File: src/rtl/cwsc_pkg.sv
// shared constants, function codes and the result record of the sector cache directory
// no dependencies
`default_nettype none

package cwsc_pkg;

    localparam int ENTRIES_DEF = 64;
    localparam int SECTOR_W    = 32;
    localparam int SLOT_W      = 6;
    localparam int FUNC_W      = 2;
    localparam int IN_DATA_W   = 40;
    localparam int OUT_DATA_W  = 48;

    localparam logic [FUNC_W-1:0] FUNC_READ  = 2'd0;
    localparam logic [FUNC_W-1:0] FUNC_WRITE = 2'd1;
    localparam logic [FUNC_W-1:0] FUNC_FLUSH = 2'd2;

    typedef struct packed {
        logic                hit;
        logic [SLOT_W-1:0]   slot;
        logic                fetch_needed;
        logic                write_back;
        logic [SECTOR_W-1:0] write_back_sector;
        logic                last;
    } t_result;

endpackage

`default_nettype wire

File: src/rtl/cwsc_tag_ram.sv
// sector tag store: one write port, one read port, registered read data
// depends on cwsc_pkg for widths and default depth
`default_nettype none

module cwsc_tag_ram #(
    parameter int ENTRIES = cwsc_pkg::ENTRIES_DEF
) (
    input  wire logic                          i_clk,
    input  wire logic                          i_we,
    input  wire logic [$clog2(ENTRIES)-1:0]    i_waddr,
    input  wire logic [cwsc_pkg::SECTOR_W-1:0] i_wdata,
    input  wire logic [$clog2(ENTRIES)-1:0]    i_raddr,
    output logic      [cwsc_pkg::SECTOR_W-1:0] o_rdata
);

    logic [cwsc_pkg::SECTOR_W-1:0] r_mem [ENTRIES];

    always_ff @(posedge i_clk) begin
        if (i_we) begin
            r_mem[i_waddr] <= i_wdata;
        end
    end

    always_ff @(posedge i_clk) begin
        o_rdata <= r_mem[i_raddr];
    end

endmodule

`default_nettype wire

File: src/rtl/clock_writeback_sector_cache.sv
// tag directory of a fully associative write-back sector cache, clock replacement
// one item at a time, the next accepted once a result is registered; one tag read per cycle
// hit at entry k: result once the scan compares entry k; miss: full scan, hand sweep to a victim, victim tag, result
// flush: walks entries up to the last dirty one, a tag read and a result per dirty entry; empty flush: one empty result
// synchronous reset clears state, valid/dirty/used flags, hand and output valid
// the tag ram is not cleared; a tag is only used for a valid entry
`default_nettype none

module clock_writeback_sector_cache #(
    parameter int ENTRIES = cwsc_pkg::ENTRIES_DEF
) (
    input  wire logic                            i_clk,
    input  wire logic                            i_rst_n,
    // tdata: func[1:0], sector[33:2], zero fill
    input  wire logic                            i_s_axis_tvalid,
    output logic                                 o_s_axis_tready,
    input  wire logic [cwsc_pkg::IN_DATA_W-1:0]  i_s_axis_tdata,
    // tdata: hit[0], slot[6:1], fetch_needed[7], write_back[8],
    //        write_back_sector[40:9], zero fill
    output logic                                 o_m_axis_tvalid,
    input  wire logic                            i_m_axis_tready,
    output logic      [cwsc_pkg::OUT_DATA_W-1:0] o_m_axis_tdata,
    output logic                                 o_m_axis_tlast
);

    localparam int IW = $clog2(ENTRIES);
    localparam logic [IW-1:0] LAST_IDX = IW'(ENTRIES - 1);
    localparam int RES_W = $bits(cwsc_pkg::t_result) - 1;

    typedef enum logic [6:0] {
        S_IDLE  = 7'b0000001,
        S_SCAN  = 7'b0000010,
        S_SWEEP = 7'b0000100,
        S_VTAG  = 7'b0001000,
        S_FLUSH = 7'b0010000,
        S_FTAG  = 7'b0100000,
        S_EMIT  = 7'b1000000
    } t_state;

    t_state r_state, n_state, r_after, n_after;
    logic [cwsc_pkg::FUNC_W-1:0]   r_func, n_func;
    logic [cwsc_pkg::SECTOR_W-1:0] r_sector, n_sector;
    logic [IW-1:0]                 r_idx, n_idx;
    logic                          r_chk, n_chk;
    logic [IW-1:0]                 r_chk_idx, n_chk_idx;
    logic [IW-1:0]                 r_hand, n_hand;
    logic [IW-1:0]                 r_vic, n_vic;
    logic [ENTRIES-1:0]            r_valid, n_valid;
    logic [ENTRIES-1:0]            r_dirty, n_dirty;
    logic [ENTRIES-1:0]            r_used, n_used;
    cwsc_pkg::t_result             r_res, n_res;
    cwsc_pkg::t_result             r_out, n_out;
    logic                          r_out_valid, n_out_valid;

    logic                          mem_we;
    logic [IW-1:0]                 mem_raddr;
    logic [cwsc_pkg::SECTOR_W-1:0] tag_rdata;
    logic [ENTRIES-1:0]            pending;
    logic                          later_dirty;
    logic                          out_free;
    logic                          vic_wb;
    logic [cwsc_pkg::FUNC_W-1:0]   in_func;

    cwsc_tag_ram #(
        .ENTRIES (ENTRIES)
    ) u_tag_ram (
        .i_clk   (i_clk),
        .i_we    (mem_we),
        .i_waddr (r_vic),
        .i_wdata (r_sector),
        .i_raddr (mem_raddr),
        .o_rdata (tag_rdata)
    );

    function automatic logic [IW-1:0] advance(input logic [IW-1:0] h);
        advance = (h == LAST_IDX) ? '0 : h + 1'b1;
    endfunction

    assign pending  = r_valid & r_dirty;
    assign out_free = !r_out_valid || i_m_axis_tready;
    assign in_func  = i_s_axis_tdata[cwsc_pkg::FUNC_W-1:0];
    assign vic_wb   = r_valid[r_vic] && r_dirty[r_vic];

    // any dirty entry above the current flush index
    always_comb begin
        later_dirty = 1'b0;
        for (int j = 0; j < ENTRIES; j++) begin
            if (j > int'(r_idx) && pending[j]) begin
                later_dirty = 1'b1;
            end
        end
    end

    always_comb begin
        n_state     = r_state;
        n_after     = r_after;
        n_func      = r_func;
        n_sector    = r_sector;
        n_idx       = r_idx;
        n_chk       = r_chk;
        n_chk_idx   = r_chk_idx;
        n_hand      = r_hand;
        n_vic       = r_vic;
        n_valid     = r_valid;
        n_dirty     = r_dirty;
        n_used      = r_used;
        n_res       = r_res;
        n_out       = r_out;
        n_out_valid = r_out_valid;
        mem_we      = 1'b0;
        mem_raddr   = r_idx;

        if (r_out_valid && i_m_axis_tready) begin
            n_out_valid = 1'b0;
        end

        case (r_state)
            S_IDLE: begin
                if (i_s_axis_tvalid) begin
                    case (in_func)
                        cwsc_pkg::FUNC_READ, cwsc_pkg::FUNC_WRITE: begin
                            n_func   = in_func;
                            n_sector = i_s_axis_tdata[cwsc_pkg::FUNC_W +: cwsc_pkg::SECTOR_W];
                            n_idx    = '0;
                            n_chk    = 1'b0;
                            n_state  = S_SCAN;
                        end
                        cwsc_pkg::FUNC_FLUSH: begin
                            if (pending == '0) begin
                                n_res      = '0;
                                n_res.last = 1'b1;
                                n_after    = S_IDLE;
                                n_state    = S_EMIT;
                            end else begin
                                n_idx   = '0;
                                n_state = S_FLUSH;
                            end
                        end
                        default: begin
                            // undefined code: dropped without a result
                        end
                    endcase
                end
            end
            S_SCAN: begin
                // compare the tag read last cycle while the next one is read
                if (r_chk && r_valid[r_chk_idx] && tag_rdata == r_sector) begin
                    n_used[r_chk_idx] = 1'b1;
                    if (r_func == cwsc_pkg::FUNC_WRITE) begin
                        n_dirty[r_chk_idx] = 1'b1;
                    end
                    n_res      = '0;
                    n_res.hit  = 1'b1;
                    n_res.slot = cwsc_pkg::SLOT_W'(r_chk_idx);
                    n_res.last = 1'b1;
                    n_after    = S_IDLE;
                    n_state    = S_EMIT;
                end else if (r_chk && r_chk_idx == LAST_IDX) begin
                    n_state = S_SWEEP;
                end else begin
                    n_chk     = 1'b1;
                    n_chk_idx = r_idx;
                    n_idx     = r_idx + 1'b1;
                end
            end
            S_SWEEP: begin
                mem_raddr = r_hand;
                n_hand    = advance(r_hand);
                if (!r_valid[r_hand] || !r_used[r_hand]) begin
                    n_vic   = r_hand;
                    n_state = S_VTAG;
                end else begin
                    n_used[r_hand] = 1'b0;
                end
            end
            S_VTAG: begin
                // victim tag is on the read port; install the new tag
                n_res                   = '0;
                n_res.slot              = cwsc_pkg::SLOT_W'(r_vic);
                n_res.fetch_needed      = (r_func == cwsc_pkg::FUNC_READ);
                n_res.write_back        = vic_wb;
                n_res.write_back_sector = vic_wb ? tag_rdata : '0;
                n_res.last              = 1'b1;
                mem_we                  = 1'b1;
                n_valid[r_vic]          = 1'b1;
                n_used[r_vic]           = 1'b1;
                n_dirty[r_vic]          = (r_func == cwsc_pkg::FUNC_WRITE);
                n_after                 = S_IDLE;
                n_state                 = S_EMIT;
            end
            S_FLUSH: begin
                if (pending[r_idx]) begin
                    n_state = S_FTAG;
                end else begin
                    n_idx = r_idx + 1'b1;
                end
            end
            S_FTAG: begin
                n_res                   = '0;
                n_res.slot              = cwsc_pkg::SLOT_W'(r_idx);
                n_res.write_back        = 1'b1;
                n_res.write_back_sector = tag_rdata;
                n_res.last              = !later_dirty;
                n_dirty[r_idx]          = 1'b0;
                n_idx                   = r_idx + 1'b1;
                n_after                 = later_dirty ? S_FLUSH : S_IDLE;
                n_state                 = S_EMIT;
            end
            S_EMIT: begin
                if (out_free) begin
                    n_out       = r_res;
                    n_out_valid = 1'b1;
                    n_state     = r_after;
                end
            end
            default: begin
                n_state = S_IDLE;
            end
        endcase
    end

    always_ff @(posedge i_clk) begin
        if (!i_rst_n) begin
            r_state     <= S_IDLE;
            r_after     <= S_IDLE;
            r_hand      <= '0;
            r_valid     <= '0;
            r_dirty     <= '0;
            r_used      <= '0;
            r_out_valid <= 1'b0;
            r_chk       <= 1'b0;
        end else begin
            r_state     <= n_state;
            r_after     <= n_after;
            r_hand      <= n_hand;
            r_valid     <= n_valid;
            r_dirty     <= n_dirty;
            r_used      <= n_used;
            r_out_valid <= n_out_valid;
            r_chk       <= n_chk;
        end
    end

    always_ff @(posedge i_clk) begin
        r_func    <= n_func;
        r_sector  <= n_sector;
        r_idx     <= n_idx;
        r_chk_idx <= n_chk_idx;
        r_vic     <= n_vic;
        r_res     <= n_res;
        r_out     <= n_out;
    end

    assign o_s_axis_tready = (r_state == S_IDLE);
    assign o_m_axis_tvalid = r_out_valid;
    assign o_m_axis_tlast  = r_out.last;
    assign o_m_axis_tdata  = {{(cwsc_pkg::OUT_DATA_W - RES_W){1'b0}},
                              r_out.write_back_sector, r_out.write_back,
                              r_out.fetch_needed, r_out.slot, r_out.hit};

    // a hit never asks for a fetch or a write-back
    a_hit_clean: assert property (@(posedge i_clk) disable iff (!i_rst_n)
        (r_out_valid && r_out.hit) |-> (!r_out.fetch_needed && !r_out.write_back))
        else $error("hit result carries fetch or write-back");

    // write-back sector is zero unless a write-back is reported
    a_wbs_zero: assert property (@(posedge i_clk) disable iff (!i_rst_n)
        (r_out_valid && !r_out.write_back) |-> (r_out.write_back_sector == '0))
        else $error("write-back sector set without write-back");

    // the hand never leaves the entry range
    a_hand_range: assert property (@(posedge i_clk) disable iff (!i_rst_n)
        r_hand <= LAST_IDX)
        else $error("clock hand out of range");

    // an installed victim is valid and used afterwards
    a_install: assert property (@(posedge i_clk) disable iff (!i_rst_n)
        (r_state == S_VTAG) |=> (r_valid[r_vic] && r_used[r_vic]))
        else $error("victim not installed");

    // a non-final flush transfer returns to the flush walk
    a_flush_more: assert property (@(posedge i_clk) disable iff (!i_rst_n)
        (r_state == S_EMIT && out_free && !r_res.last) |=> (r_state == S_FLUSH))
        else $error("flush ended before its last result");

endmodule

`default_nettype wire

File: config.mk
export PLATFORM = sky130hd
export DESIGN_NAME = clock_writeback_sector_cache
export DESIGN_NICKNAME = d
export VERILOG_FILES = /design/src/rtl/cwsc_pkg.sv /design/src/rtl/cwsc_tag_ram.sv /design/src/rtl/clock_writeback_sector_cache.sv
export SDC_FILE = /design/constraint.sdc
export NUM_CORES = 2
export LEC_CHECK = 0
export ABC_AREA = 0
export BUFFER_PORTS_ARGS = -buffer_cell sky130_fd_sc_hd__buf_2
export CELL_PAD_IN_SITES_DETAIL_PLACEMENT = 1
export CELL_PAD_IN_SITES_GLOBAL_PLACEMENT = 1
export CORE_UTILIZATION = 55
export CTS_BUF_LIST = sky130_fd_sc_hd__clkbuf_16
export DETAILED_ROUTE_END_ITERATION = 8
export MAX_ROUTING_LAYER = met4
export PLACE_DENSITY_LB_ADDON = 0.15
export SYNTH_ARGS = -nofsm -noshare
export SYNTH_HDL_FRONTEND = slang
export SYNTH_SLANG_ARGS = --single-unit
File: constraint.sdc
create_clock -name i_clk -period 14.74 [get_ports i_clk]
set_input_delay 3.685 -clock i_clk [delete_from_list [all_inputs] [get_ports i_clk]]
set_output_delay 3.685 -clock i_clk [all_outputs]
set_load 0.05 [all_outputs]
After elaboration in Yosys (flattened, before gate mapping)
Memory sizes are Yosys's and may differ from the RTL's. A register that Yosys moved wholly into a read port is not among the register bits.
Cells that the tools add are included.
{"block": "totals", "ff_bits": 350, "latch_bits": 0, "mem_bits_rw": 2048, "mem_bits_ro": 0, "elab_cells": 368, "memories": 1}
{"block": "classes", "addsub": 2, "multipliers": 0, "div": 0, "magnitude_cmp": 71, "n_eq_ne": 29, "n_shift": 0, "muxes": 131, "bitwise_logic": 11, "reduce_logical": 98}
{"memory": "u_tag_ram.r_mem", "depth": 64, "word_bits": 32, "read_ports": 1, "rd_ports_with_merged_regs": 1, "write_ports": 1, "line": "cwsc_tag_ram.sv:16", "text": "logic [cwsc_pkg::SECTOR_W-1:0] r_mem [ENTRIES];"}
{"cell": "$pmux W64 S3", "n": 2}
{"cell": "$mux W64", "n": 4}
{"cell": "$or A64 B64 Y64", "n": 4}
{"cell": "$and A64 B64 Y64", "n": 3}
{"cell": "$gt A6 B6 Y1 const A", "n": 32}
{"cell": "$mux W42", "n": 4}
{"cell": "$pmux W42 S4", "n": 1}
{"cell": "$not A64 Y64", "n": 2}
{"cell": "$gt A5 B6 Y1 const A", "n": 16}
{"cell": "$mux W1", "n": 83}
{"cell": "$mux W7", "n": 11}
{"cell": "$logic_and A1 B1 Y1", "n": 72}
{"cell": "$bwmux W64", "n": 1}
{"cell": "$logic_not A64 Y1", "n": 1}
{"cell": "$gt A4 B6 Y1 const A", "n": 8}
{"cell": "$mux W6", "n": 7}
{"cell": "$pmux W7 S6", "n": 1}
{"cell": "$bmux W1 S6", "n": 6}
{"cell": "$eq A32 B32 Y1", "n": 1}
{"cell": "$mux W32", "n": 1}
{"cell": "$lt A6 B7 Y1 const B", "n": 4}
{"cell": "$pmux W7 S4", "n": 1}
{"cell": "$demux W1 S6", "n": 4}
{"cell": "$ge A6 B1 Y1 const B", "n": 4}
{"cell": "36 further kinds", "n": 69}

Logic depth before layout (Yosys ltp)
{"block": "depth", "depth_word": 67, "depth_mapped": 14, "mapped_depth_nobuf": 10}

Modules after synthesis
A second synthesis with hierarchy kept.
{"block": "hier_totals", "hier_cells": 5926, "area_unflattened_um2": 98901.1}
{"module": "cwsc_tag_ram", "n_inst": 1, "cells_per_inst": 3572, "area_each_um2": 78885.7, "seq_area_each_um2": 62139.6}
{"module": "clock_writeback_sector_cache", "n_inst": 1, "cells_per_inst": 2354, "area_each_um2": 20015.4, "seq_area_each_um2": 8267.9}

Worst setup path after synthesis
No wires, ideal clock.
{"block": "synth_path", "path_type": "input to register", "startpoint": "input i_s_axis_tdata[0] (netlist bit)", "endpoint": "register r_res[0] (netlist bit), enable pin", "arrival_time_ns": 5.833, "setup_slack_ns": 8.464, "path_stages": 4, "path_buffers": 0, "cell_sequence": "nand2b_1 nor2_1 a21oi_1 nor2_1"}
{"block": "synth_between", "elab_chain_cells": 3}
{"element": "start: declaration", "line": "clock_writeback_sector_cache.sv:17", "text": "input wire logic [cwsc_pkg::IN_DATA_W-1:0] i_s_axis_tdata,"}
{"element": "$eq A2 B2 Y1", "line": "clock_writeback_sector_cache.sv:120", "text": "case (in_func)"}
{"element": "$ne A2 B1 Y1 (no source line)"}
{"element": "$reduce_and A5 Y1 (no source line)"}
{"element": "end signal: assignment", "line": "clock_writeback_sector_cache.sv:250", "text": "r_res <= n_res;"}
{"element": "end: declaration", "line": "clock_writeback_sector_cache.sv:51", "text": "cwsc_pkg::t_result r_res, n_res;"}
No other way between the ends.
A chain may end at the register's enable or synchronous reset.

Worst setup path after layout
{"block": "layout_path", "startpoint": "register r_state[1]", "endpoint": "output o_s_axis_tready"}
{"block": "layout_between", "elab_chain_cells": 1}
{"element": "start: declaration", "line": "clock_writeback_sector_cache.sv:40", "text": "t_state r_state, n_state, r_after, n_after;"}
{"element": "start signal: assignment", "line": "clock_writeback_sector_cache.sv:233", "text": "r_state <= n_state;"}
{"element": "$eq A7 B1 Y1", "line": "clock_writeback_sector_cache.sv:254", "text": "assign o_s_axis_tready = (r_state == S_IDLE);"}
{"element": "end: declaration", "line": "clock_writeback_sector_cache.sv:16", "text": "output logic o_s_axis_tready,"}
No other way between the ends.

==> results.md <==
* Hold Crit Endpoint: o_m_axis_tdata[1]
* Root Buffer Master: clkbuf_16
* Vias per cell at 7.10
* Cell area after synthesis at 98500 um2
* Share of cells above drive strength 1 at 0.148
* Largest net degree at the start of global routing at about 170
* Most common flop cell mapped by yosys: edfxtp_1
* # hold bufs at CTS at 0
* Outcome: finished clean
* Grt ovf at 0
* Pwr/cell area at 135 nW/um2
* # DRC at 0
* Final Hold Fails at 0
* Max Freq at 0.158 GHz
* CTS Buf Count at 235
* Final #Nets at 6920
* Final Cycle Share at 0.428
* TritonCTS clock tree: done
* Dpl hpwl at ~200000 um
* #FFs+latches synth at between 2000 and 2500
* Hold depth at 0
* Post-cts sizing count at 0
* H-tree lvl count at 4
* Cell count after synthesis at 6832
* Pre-Repair DR Iteration Count at 6
* Via count at 66962
* EDFF count, synth at 2184
* Worst-Skew Late Latency at 0.92 ns
* Delay-heaviest family, CP: simple AND/OR/NAND/NOR gates
* First-pass GRT wire length at 496000 um
* Crit Path Max Fanout at 6
* Antenna viol nets, final at 0
* Hold path startpoint: r_res[35]
* First DRT Iteration DRCs at 10292
* Clock-pin slew on the worst setup and hold paths at 0.06 ns
* Final setup skew at 0.0602 ns
* I/O Buffers at 81
* Starting Density at 0.556
* Measured slew at the worst slew-check pin at 1.47 ns
* Die Span Y at 425 um
* Minimum clock period after layout at 6.31 ns
* Total Neg Setup Slack at 0 ns
* Slowest-stage cell, CP: nor3_1
* Tot Pwr at 14.8 mW
* Critical Path AT at 2.62 ns
* Layout Area Growth over Synthesis at 11.2%
* Post-synthesis sequential area ratio at 0.715
* Synth Area per Inst at between 10 and 15 um2
* # rows at 154
* Synth async-reset ratio at 0
* Distinct cells, synth at 96
* Warnings from Yosys at 0
* Core Region at 177000 um2
* Slew margin rel. at 0.0186
* Pre-CTS WS at approximately 8.5 ns
* PnR worst setup slack at about 8.4 ns
* Final core occ at 0.618
* RSZ-0062 raised after global routing: no
* Crit-path cells: nor3_1 -> nand4b_1 -> inv_1 -> buf_2
* GP Congestion at between 0.9 and 1
* Worst Hold Class: flip-flop to flip-flop
* Initial antenna violation count at 29
* CP Data Required Time at approximately 11 ns
* Total GRT Usage at 0.402
* Sink Count at around 2400
* Maximum capacitance violations at 0
* FF-to-FF path depth at 10
* Lkg Pwr at ~35 nW
* R2R Path Start: r_state[6]
* Critical path type: flip-flop to output port
* Die W at 425 um
* R2r setup slk at roughly 8.5 ns
* Hold Slack at approximately 0.42 ns
* Number of fill cells at 16199
* Final slew viol count at 0
* Worst Path Buf+Inv at 2
* Final wirelength at around 350000 um
* I/O pin count at 95
* Wire length per cell at 37.6 um
* Clock Path Buffers at 3
* CP peak stage delay at 0.52 ns
* Setup violations, final at 0
* Setup crit start kind: flip-flop
* Vias in the first global route at between 60000 and 70000
* R2r endpoint: u_tag_ram.o_rdata[7]
* Crit. End Element: output port
* Maximum vdd drop at 0.126 mV
* Die area at 181000 um2
* Setup Buffers After CTS at 0
## worst max path at each step
stage / startpoint / cells after the start / to / slack [ns]
3_3_place_gp: r_state[6] / 10 / u_tag_ram.o_rdata[29] / 8.59
4_1_cts: r_state[1] / 4 / o_s_axis_tready / 8.44
5_1_grt: r_state[6] / 10 / u_tag_ram.o_rdata[29] / 8.22
2_1_floorplan: i_s_axis_tdata[0] / 4 / r_res[0] / 8.46
6_report: r_state[1] / 4 / o_s_axis_tready / 8.43
3_5_place_dp: r_state[6] / 10 / u_tag_ram.o_rdata[29] / 8.52
## synthesized netlist by cell type (33+ instances only)
library cell  count  area [um2]
edfxtp_1       2184       65600
nand2_1        1183        4440
nand3_1         573        2870
clkbuf_1        287        1080
mux4_2          267        6010
nor2_1          256         961
dfxtp_1         241        4820
a22oi_1         219        1640
a31oi_1         166        1040
a21oi_1         155         776
o21ai_0         147         736
nand4_1         146         913
buf_2           106         531
o21a_1           98         736
o311ai_0         52         455
and2_1           44         275
buf_4            39         293
mux2i_1          38         380
nor3_1           35         175
o31ai_1          33         248
xor2_1           33         289
## flip-flops by register name, indices dropped and copies added, names as in the netlist, 7 cells and up
register,cells
r_sector,32
r_state,7
o_m_axis_tdata,41
r_dirty,64
r_used,64
u_tag_ram.r_mem,2048
r_valid,64
r_res,42
u_tag_ram.o_rdata,32
## cell usage in the layout (no fill, tap or decap), drive strengths merged, types with 45 or more instances in the layout
master	n
buf	275
nand4	146
nand3	573
inv	78
nor2	260
o311ai	52
o21a	98
a21oi	156
a31oi	166
edfxtp	2184
clkinv	119
o21ai	149
and2	45
dfxtp	241
mux4	267
clkbuf	239
a22oi	219
nand2	1184
## logic make-up (layout without fill, tap and decap cells)
group / Yosys count / count (layout) / synth area share
mux: 332 / 332 / 0.0680
fa+ha+maj: 7 / 7 / 0.000839
other cells: 1 / 19 / 0.0000381
simple gates: 2428 / 2428 / 0.112
xor+xnor: 38 / 38 / 0.00338
compound gates: 1096 / 1096 / 0.0769
buf+inv: 505 / 740 / 0.0235
flops: 2425 / 2425 / 0.715
## stage by stage
step                cell area [um2]  std cells
global route                 109000       9425
global placement             102000       8974
finish                       109000       9425
floorplan                     98500       6838
detailed placement           102000       8974
CTS                          109000       9413
## layout make-up
cell class / count / area, um2 / share of cell area
clock inverters: 200 / 1570 / 0.0144
diodes: 12 / 30.0 / 0.000274
flip-flops and latches: 2425 / 70400 / 0.643
clock buffers: 239 / 5980 / 0.0546
multi-input cells: 3908 / 26500 / 0.242
inverters: 26 / 97.6 / 0.000891
well taps: 2340 / 2930 / 0.0267
repair buffers: 275 / 2000 / 0.0183
## power breakdown
group / internal [mW] / switching [mW]
Clock: 3.31 / 2.67
Sequential: 7.57 / 0.0739
Combinational: 0.319 / 0.873
## metal layers
metal | share of wire | track usage | vias up
li1 | - | - | 26572
met3 | 0.12 | 0.0936 | 1094
met1 | 0.37 | 0.515 | 34436
met5 | 0 | - | -
met2 | 0.46 | 0.600 | 4860
met4 | 0.059 | 0.215 | 0
(Power assumes the default switching activity.)
